==> src/sv/alpe_pkg.sv <==
package alpe_pkg;

  // action codes on the input side
  typedef enum logic [1:0] {
    ACT_SET_PIXEL = 2'd0,
    ACT_REFRESH   = 2'd1,
    ACT_CLEAR     = 2'd2,
    ACT_TICK      = 2'd3
  } action_t;

  // configuration register indexes
  localparam logic [1:0] CFG_HIGH_DUTY     = 2'd0;
  localparam logic [1:0] CFG_LOW_DUTY      = 2'd1;
  localparam logic [1:0] CFG_RESET_SLOTS   = 2'd2;
  localparam logic [1:0] CFG_PIXELS_IN_USE = 2'd3;

  // register reset values
  localparam logic [7:0] HIGH_DUTY_RST     = 8'd70;
  localparam logic [7:0] LOW_DUTY_RST      = 8'd35;
  localparam logic [7:0] RESET_SLOTS_RST   = 8'd50;
  localparam logic [6:0] PIXELS_IN_USE_RST = 7'd64;

  localparam int BITS_PER_PIXEL = 24;

  // one classified request waiting in the queue
  typedef struct packed {
    action_t     action;
    logic        in_range;
    logic [7:0]  pixel_index;
    logic [23:0] color;       // green, red, blue from the top bit down
  } queue_item_t;

  // configuration write
  typedef struct packed {
    logic       we;
    logic [1:0] index;
    logic [7:0] data;
  } cfg_wr_t;

endpackage

==> src/sv/alpe_front.sv <==
module alpe_front #(
  parameter int PIXEL_DEPTH = 64
) (
  input  logic                  clk,
  input  logic                  rst,
  input  logic                  s_tvalid,
  output logic                  s_tready,
  input  logic [31:0]           s_tdata,
  input  logic [1:0]            s_tuser,
  output logic                  q_valid,
  output alpe_pkg::queue_item_t q_item,
  input  logic                  q_pop
);

  alpe_pkg::queue_item_t slots [2];
  logic       wr_ptr;
  logic       rd_ptr;
  logic [1:0] count;
  logic       push;
  alpe_pkg::queue_item_t incoming;

  // classify the incoming request
  always_comb begin
    incoming.action      = alpe_pkg::action_t'(s_tuser);
    incoming.pixel_index = s_tdata[7:0];
    incoming.in_range    = ({1'b0, s_tdata[7:0]} < 9'(PIXEL_DEPTH));
    incoming.color       = {s_tdata[23:16], s_tdata[15:8], s_tdata[31:24]};
  end

  assign s_tready = (count != 2'd2);
  assign push     = s_tvalid && s_tready;
  assign q_valid  = (count != 2'd0);
  assign q_item   = slots[rd_ptr];

  // queue pointers and fill count
  always_ff @(posedge clk) begin
    if (rst) begin
      wr_ptr <= 1'b0;
      rd_ptr <= 1'b0;
      count  <= 2'd0;
    end else begin
      if (push) wr_ptr <= ~wr_ptr;
      if (q_pop) rd_ptr <= ~rd_ptr;
      unique case ({push, q_pop})
        2'b10:   count <= count + 2'd1;
        2'b01:   count <= count - 2'd1;
        default: count <= count;
      endcase
    end
  end

  // queue storage
  always_ff @(posedge clk) begin
    if (push) slots[wr_ptr] <= incoming;
  end

endmodule

==> src/sv/alpe_back.sv <==
module alpe_back #(
  parameter int PIXEL_DEPTH = 64
) (
  input  logic                  clk,
  input  logic                  rst,
  input  logic                  q_valid,
  input  alpe_pkg::queue_item_t q_item,
  output logic                  q_pop,
  input  alpe_pkg::cfg_wr_t     cfg,
  output logic                  m_tvalid,
  input  logic                  m_tready,
  output logic [7:0]            m_tdata,
  output logic                  m_tlast,
  output logic [2:0]            m_tuser
);

  localparam int AW = (PIXEL_DEPTH > 1) ? $clog2(PIXEL_DEPTH) : 1;
  localparam int CW = $clog2(PIXEL_DEPTH + 1);

  // configuration registers
  logic [7:0] high_duty, low_duty, reset_slots;
  logic [6:0] pixels_in_use;

  // frame state
  logic [7:0]             frame_high, frame_low, frame_latch;
  logic [CW-1:0]          frame_pixels;
  logic                   sending;
  logic [CW-1:0]          pixel_position;
  logic [4:0]             bit_position;
  logic                   in_latch_phase;
  logic [7:0]             latch_count;
  logic [PIXEL_DEPTH-1:0] pixel_written;

  logic [23:0] pixel_store [PIXEL_DEPTH];

  // next values
  logic          sending_next, in_latch_phase_next;
  logic [CW-1:0] pixel_position_next;
  logic [4:0]    bit_position_next;
  logic [7:0]    latch_count_next;
  logic          capture, clear_all, store_wr;
  logic [CW-1:0] sat_pixels;
  logic          slot, last, rej, data_slot;

  // output stage
  logic        out_valid, out_slot, out_last, out_busy, out_rej, out_data_slot;
  logic        out_pix_ok;
  logic [7:0]  out_high, out_low;
  logic [4:0]  out_sel;
  logic [23:0] rd_color;
  logic        advance;
  logic [AW-1:0] rd_addr;
  logic        out_bit;

  assign advance = q_valid && (!out_valid || m_tready);
  assign q_pop   = advance;
  assign rd_addr = pixel_position[AW-1:0];

  assign sat_pixels = ({2'b00, pixels_in_use} > 9'(PIXEL_DEPTH)) ?
                      CW'(PIXEL_DEPTH) : CW'(pixels_in_use);

  // request execution
  always_comb begin
    sending_next        = sending;
    in_latch_phase_next = in_latch_phase;
    pixel_position_next = pixel_position;
    bit_position_next   = bit_position;
    latch_count_next    = latch_count;
    capture   = 1'b0;
    clear_all = 1'b0;
    store_wr  = 1'b0;
    slot      = 1'b0;
    last      = 1'b0;
    rej       = 1'b0;
    data_slot = 1'b0;
    if (q_item.action == alpe_pkg::ACT_TICK) begin
      if (sending) begin
        slot = 1'b1;
        if (!in_latch_phase) begin
          data_slot = 1'b1;
          if (bit_position == 5'(alpe_pkg::BITS_PER_PIXEL - 1)) begin
            bit_position_next   = 5'd0;
            pixel_position_next = pixel_position + CW'(1);
            if ((CW+1)'(pixel_position) + (CW+1)'(1) >= (CW+1)'(frame_pixels)) begin
              in_latch_phase_next = 1'b1;
              if (frame_latch == 8'd0) begin
                last         = 1'b1;
                sending_next = 1'b0;
              end
            end
          end else begin
            bit_position_next = bit_position + 5'd1;
          end
        end else begin
          latch_count_next = latch_count + 8'd1;
          if ({1'b0, latch_count} + 9'd1 >= {1'b0, frame_latch}) begin
            last         = 1'b1;
            sending_next = 1'b0;
          end
        end
      end
    end else if (sending) begin
      rej = 1'b1;
    end else begin
      unique case (q_item.action)
        alpe_pkg::ACT_SET_PIXEL: store_wr = q_item.in_range;
        alpe_pkg::ACT_CLEAR:     clear_all = 1'b1;
        default: begin
          capture             = 1'b1;
          pixel_position_next = '0;
          bit_position_next   = 5'd0;
          latch_count_next    = 8'd0;
          in_latch_phase_next = (sat_pixels == '0);
          sending_next        = !((sat_pixels == '0) && (reset_slots == 8'd0));
        end
      endcase
    end
  end

  // control state
  always_ff @(posedge clk) begin
    if (rst) begin
      high_duty      <= alpe_pkg::HIGH_DUTY_RST;
      low_duty       <= alpe_pkg::LOW_DUTY_RST;
      reset_slots    <= alpe_pkg::RESET_SLOTS_RST;
      pixels_in_use  <= alpe_pkg::PIXELS_IN_USE_RST;
      sending        <= 1'b0;
      pixel_position <= '0;
      bit_position   <= 5'd0;
      in_latch_phase <= 1'b0;
      latch_count    <= 8'd0;
      pixel_written  <= '0;
      out_valid      <= 1'b0;
    end else begin
      if (cfg.we) begin
        unique case (cfg.index)
          alpe_pkg::CFG_HIGH_DUTY:     high_duty     <= cfg.data;
          alpe_pkg::CFG_LOW_DUTY:      low_duty      <= cfg.data;
          alpe_pkg::CFG_RESET_SLOTS:   reset_slots   <= cfg.data;
          alpe_pkg::CFG_PIXELS_IN_USE: pixels_in_use <= cfg.data[6:0];
          default:                     high_duty     <= high_duty;
        endcase
      end
      if (advance) begin
        sending        <= sending_next;
        pixel_position <= pixel_position_next;
        bit_position   <= bit_position_next;
        in_latch_phase <= in_latch_phase_next;
        latch_count    <= latch_count_next;
        if (clear_all) pixel_written <= '0;
        else if (store_wr) pixel_written[q_item.pixel_index[AW-1:0]] <= 1'b1;
        out_valid <= 1'b1;
      end else if (m_tready) begin
        out_valid <= 1'b0;
      end
    end
  end

  // frame capture and result payload
  always_ff @(posedge clk) begin
    if (advance && capture) begin
      frame_high   <= high_duty;
      frame_low    <= low_duty;
      frame_latch  <= reset_slots;
      frame_pixels <= sat_pixels;
    end
    if (advance) begin
      out_slot      <= slot;
      out_last      <= last;
      out_busy      <= sending_next;
      out_rej       <= rej;
      out_data_slot <= data_slot;
      out_high      <= frame_high;
      out_low       <= frame_low;
      out_sel       <= 5'(alpe_pkg::BITS_PER_PIXEL - 1) - bit_position;
      out_pix_ok    <= pixel_written[rd_addr];
    end
  end

  // pixel store, one write and one registered read port
  always_ff @(posedge clk) begin
    if (advance && store_wr) pixel_store[q_item.pixel_index[AW-1:0]] <= q_item.color;
    if (advance) rd_color <= pixel_store[rd_addr];
  end

  // duty for the slot from the fetched color bit
  assign out_bit  = out_pix_ok && rd_color[out_sel];
  assign m_tvalid = out_valid;
  assign m_tdata  = out_data_slot ? (out_bit ? out_high : out_low) : 8'd0;
  assign m_tlast  = out_last;
  assign m_tuser  = {out_rej, out_busy, out_slot};

endmodule

==> src/sv/addressable_led_pwm_encoder.sv <==
// channel   direction  handshake            tdata / tuser / tlast
// s_*       in         s_tvalid, s_tready   tdata: pixel_index, red, green, blue; tuser: action
// m_*       out        m_tvalid, m_tready   tdata: duty; tlast: last_slot;
//                                           tuser: slot_valid, busy_res, rejected
// cfg_*     in         cfg_we               cfg_index selects register, cfg_data value
//
// one request per cycle sustained while m_tready stays high; a request taken is written
// into the two-entry queue, then executed and its result registered in the output
// register that drives m_tvalid; the pixel store read is registered alongside the
// result. synchronous reset clears control state and valid marks at once; the pixel
// store itself is not cleared. while m_tready holds the result register, the two-entry
// queue takes two more requests and then drops s_tready.
module addressable_led_pwm_encoder #(
  parameter int PIXEL_DEPTH = 64
) (
  input  logic        clk,
  input  logic        rst,
  input  logic        s_tvalid,
  output logic        s_tready,
  input  logic [31:0] s_tdata,   // pixel_index, red, green, blue
  input  logic [1:0]  s_tuser,   // action
  output logic        m_tvalid,
  input  logic        m_tready,
  output logic [7:0]  m_tdata,   // duty
  output logic        m_tlast,
  output logic [2:0]  m_tuser,   // slot_valid, busy_res, rejected
  input  logic        cfg_we,
  input  logic [1:0]  cfg_index,
  input  logic [7:0]  cfg_data
);

  logic                  q_valid;
  logic                  q_pop;
  alpe_pkg::queue_item_t q_item;
  alpe_pkg::cfg_wr_t     cfg;

  assign cfg.we    = cfg_we;
  assign cfg.index = cfg_index;
  assign cfg.data  = cfg_data;

  // request intake and classification
  alpe_front #(.PIXEL_DEPTH(PIXEL_DEPTH)) u_front (
    .clk      (clk),
    .rst      (rst),
    .s_tvalid (s_tvalid),
    .s_tready (s_tready),
    .s_tdata  (s_tdata),
    .s_tuser  (s_tuser),
    .q_valid  (q_valid),
    .q_item   (q_item),
    .q_pop    (q_pop)
  );

  // frame sequencing and pixel store
  alpe_back #(.PIXEL_DEPTH(PIXEL_DEPTH)) u_back (
    .clk      (clk),
    .rst      (rst),
    .q_valid  (q_valid),
    .q_item   (q_item),
    .q_pop    (q_pop),
    .cfg      (cfg),
    .m_tvalid (m_tvalid),
    .m_tready (m_tready),
    .m_tdata  (m_tdata),
    .m_tlast  (m_tlast),
    .m_tuser  (m_tuser)
  );

endmodule

==> config.mk <==
export PLATFORM = sky130hd
export DESIGN_NAME = addressable_led_pwm_encoder
export DESIGN_NICKNAME = d
export VERILOG_FILES = /design/src/sv/alpe_pkg.sv /design/src/sv/alpe_front.sv /design/src/sv/alpe_back.sv /design/src/sv/addressable_led_pwm_encoder.sv
export SDC_FILE = /design/constraint.sdc
export NUM_CORES = 2
export LEC_CHECK = 0
export BUFFER_PORTS_ARGS = -buffer_cell sky130_fd_sc_hd__buf_2
export CORE_MARGIN = 3
export CORE_UTILIZATION = 30
export DETAILED_ROUTE_END_ITERATION = 12
export GPL_TIMING_DRIVEN = 1
export SYNTH_ARGS = -nofsm -noshare
export SYNTH_HDL_FRONTEND = slang
export SYNTH_HIERARCHICAL = 1
export SYNTH_SLANG_ARGS = --single-unit
==> constraint.sdc <==
create_clock -name clk -period 3.9 [get_ports clk]
set_input_delay 0.195 -clock clk [delete_from_list [all_inputs] [get_ports clk]]
set_output_delay 0.195 -clock clk [all_outputs]
set_load 0.05 [all_outputs]
==> flow_metrics.tcl <==
set metrics [dict create \
    synth_fp_nets 3471 \
    placer_congestion_estimate 0.8154 \
    drcViolationCount 0 \
    max_clock_freq_ghz 0.2918 \
    detailed_place.area_sq_um 74480 \
    critical_path_peak_fanout 32 \
    sum_of_buffers_and_inverters_on_the_critical_path 1 \
    initial_utilization_pct 30.21 \
    timing_max_transition_violations_final 0 \
    cts_htree_levels 4 \
    vias 35330 \
    cpPeakStageDelay_ps 820 \
    clock_slew_at_the_register_clock_pins_of_the_worst_setup_and_hold_paths_ps 60 \
    die_h_um 487.4 \
    endpoint_kind "flip-flop" \
    die_area_sq_um 237500 \
    clock_latency_ps 810 \
    critical_path.most_common_cell "a21oi_1" \
    clk_path_buf_depth 3 \
    firstDrtPassIters 8 \
    outcome "complete, no violations" \
    min_period_over_period_pct 87.88 \
    nFillCells 21100 \
    power.static_leakage_uw 0.02450 \
    grt_setup_unrepaired "no" \
    numCtsBuffers 181 \
    hold_viol_final 0 \
    critPathKind "reg2reg" \
    worst_slew_pin_slew_ps 1413 \
    cts_tree "done" \
    gr-usage-all-layers_pct 14.69 \
    worst_path_max_delay_cell "a21oi_1" \
    drv.max_cap_violation_count 0 \
    min_path_type "in2reg" \
    final_core_utilization_pct 35.02 \
    area_growth_from_synthesis_to_final_layout_pct 15.94 \
    maxSlewHeadroom_pct 4.786 \
    rows 176 \
    first_drt_iteration_drcs 4103 \
    final.setup_skew_ps 29.91 \
    postSynthCellCount 3400 \
    critical-path-top-delay-family "compound AO/OA/AOI/OAI gates" \
    port_buffers 62 \
    route.detailed.wl_per_inst_um 25.77 \
    vdd.ir_drop.worst_v 0.0003999 \
    route.detailed.vias_per_inst 5.151 \
    grt_first_pass_wirelength_um 254300 \
    setup-violations-final 0 \
    core-area_sq_um 230100 \
    grt_residual_overflow 0 \
    timing.critical_path.required_ps 4390 \
    power_per_cell_area_nw_per_um2 558.1 \
    detail-route-antenna-nets 0 \
    setup_total_negative_slack_ps 0 \
    cts_root_buffer "clkbuf_16" \
    postRouteWirelength_um 176800 \
    ioPinCount 63 \
    pin_count_of_the_biggest_net_entering_global_routing 105 \
    rr_worst_depth 6 \
    hold-path-cell-count 2 \
    crit_cells 6 \
    dieWidth_um 487.4 \
    avgSynthCellArea_sq_um 20.44 \
    cts.sinks 1807 \
    yosysWarnings 6 \
    post-dp-hpwl_um 100900 \
    critPathArrivalTime_ps 3920 \
    net_count_of_the_finished_layout 3753 \
    critical_path_start_type "flip-flop" \
    finalInstanceArea_sq_um 80590 \
    path_cells "buf_4 > mux4_2 > mux2i_1 > a21oi_1 > a21oi_1 > nor2_1" \
    number_of_global_route_vias_before_repair 35180 \
    antenna_found_initial 4 \
    min_period_ps 3427 \
    post_cts.resized_instances 0 \
    final_layout_size_suffix_gt1_share_pct 26.18 \
    synth_area_sq_um 69510 \
]
==> layout make-up <==
type	instances	area (sq um)	area share (%)
Sequential cell	1807	53050	65.83
Clock inverter	93	774.5	0.9610
Inverter	27	101.3	0.1258
Multi-Input combinational cell	1370	15590	19.35
Antenna cell	5	12.51	0.01553
Tap cell	3026	3786	4.698
Timing Repair Buffer	295	2495	3.096
Clock buffer	236	4777	5.928
==> registers in the layout, summed over array words and instances, names as in the netlist, 24 cells and up, named ones only <==
register	flops
u_back/pixel_store	1536
u_front/slots	66
u_back/rd_color	24
u_back/pixel_written	64
==> metrics by stage <==
step | instances | hold WS (ps) | power (uW) | setup slack (ps)
6_report | 6859 | 133.5 | 44980 | 472.7
5_1_grt | 6855 | 102.1 | 46480 | 361.4
4_1_cts | 6854 | 65.53 | 45350 | 407.1
3_5_place_dp | 6471 | 389.8 | 28960 | 438.6
3_3_place_gp | 6471 | 386.3 | 28810 | 412.4
2_1_floorplan | 3400 | 264.1 | 26670 | 245.2
==> cell usage in the layout (no fill, tap or decap), drive strengths merged, types with 24 or more instances in the layout <==
cell and instances:
nor2b 24, nand2 63, clkbuf 236, a21oi 138, inv 34, clkinv 74
nor2 203, o221ai 25, dlygate4sd3 54, mux2 33, mux4 404, a221oi 50
edfxtp 1684, o21ai 72, dfxtp 123, buf 241, mux2i 120
==> per-layer routing <==
layer  global-route usage [%]  wire [um]
met1                    20.81      75260
met2                    22.96      82810
met3                    2.597      13670
met4                    4.768       5016
met5                        0          0
==> power breakdown <==
| group | leakage [uW] | internal (uW) | switching, uW |
|---|---|---|---|
| registers | 0.0162 | 23400 | 230 |
| clock network | 0.00269 | 9190 | 7210 |
| logic | 0.00564 | 1130 | 3860 |
==> timing repair <==
item | in CTS | in global routing
setup buffers | 0 | 0
endpoints found under the hold margin | 106 | 0
hold buffers | 54 | 0
==> final timing paths <==
path	startpoint	end	slack [ps]
worst max-delay path	u_back/pixel_position[0]$_SDFFE_PP0P_	u_back/rd_color[15]$_DFFE_PP_	470
worst min-delay path	s_tdata[27]	u_front/slots[0][3]$_DFFE_PP_	130
worst max register to register	u_back/pixel_position[0]$_SDFFE_PP0P_	u_back/rd_color[15]$_DFFE_PP_	470
worst min register to register	u_back/frame_low[0]$_DFFE_PP_	u_back/out_low[0]$_DFFE_PP_	420
(Power assumes the default switching activity.)
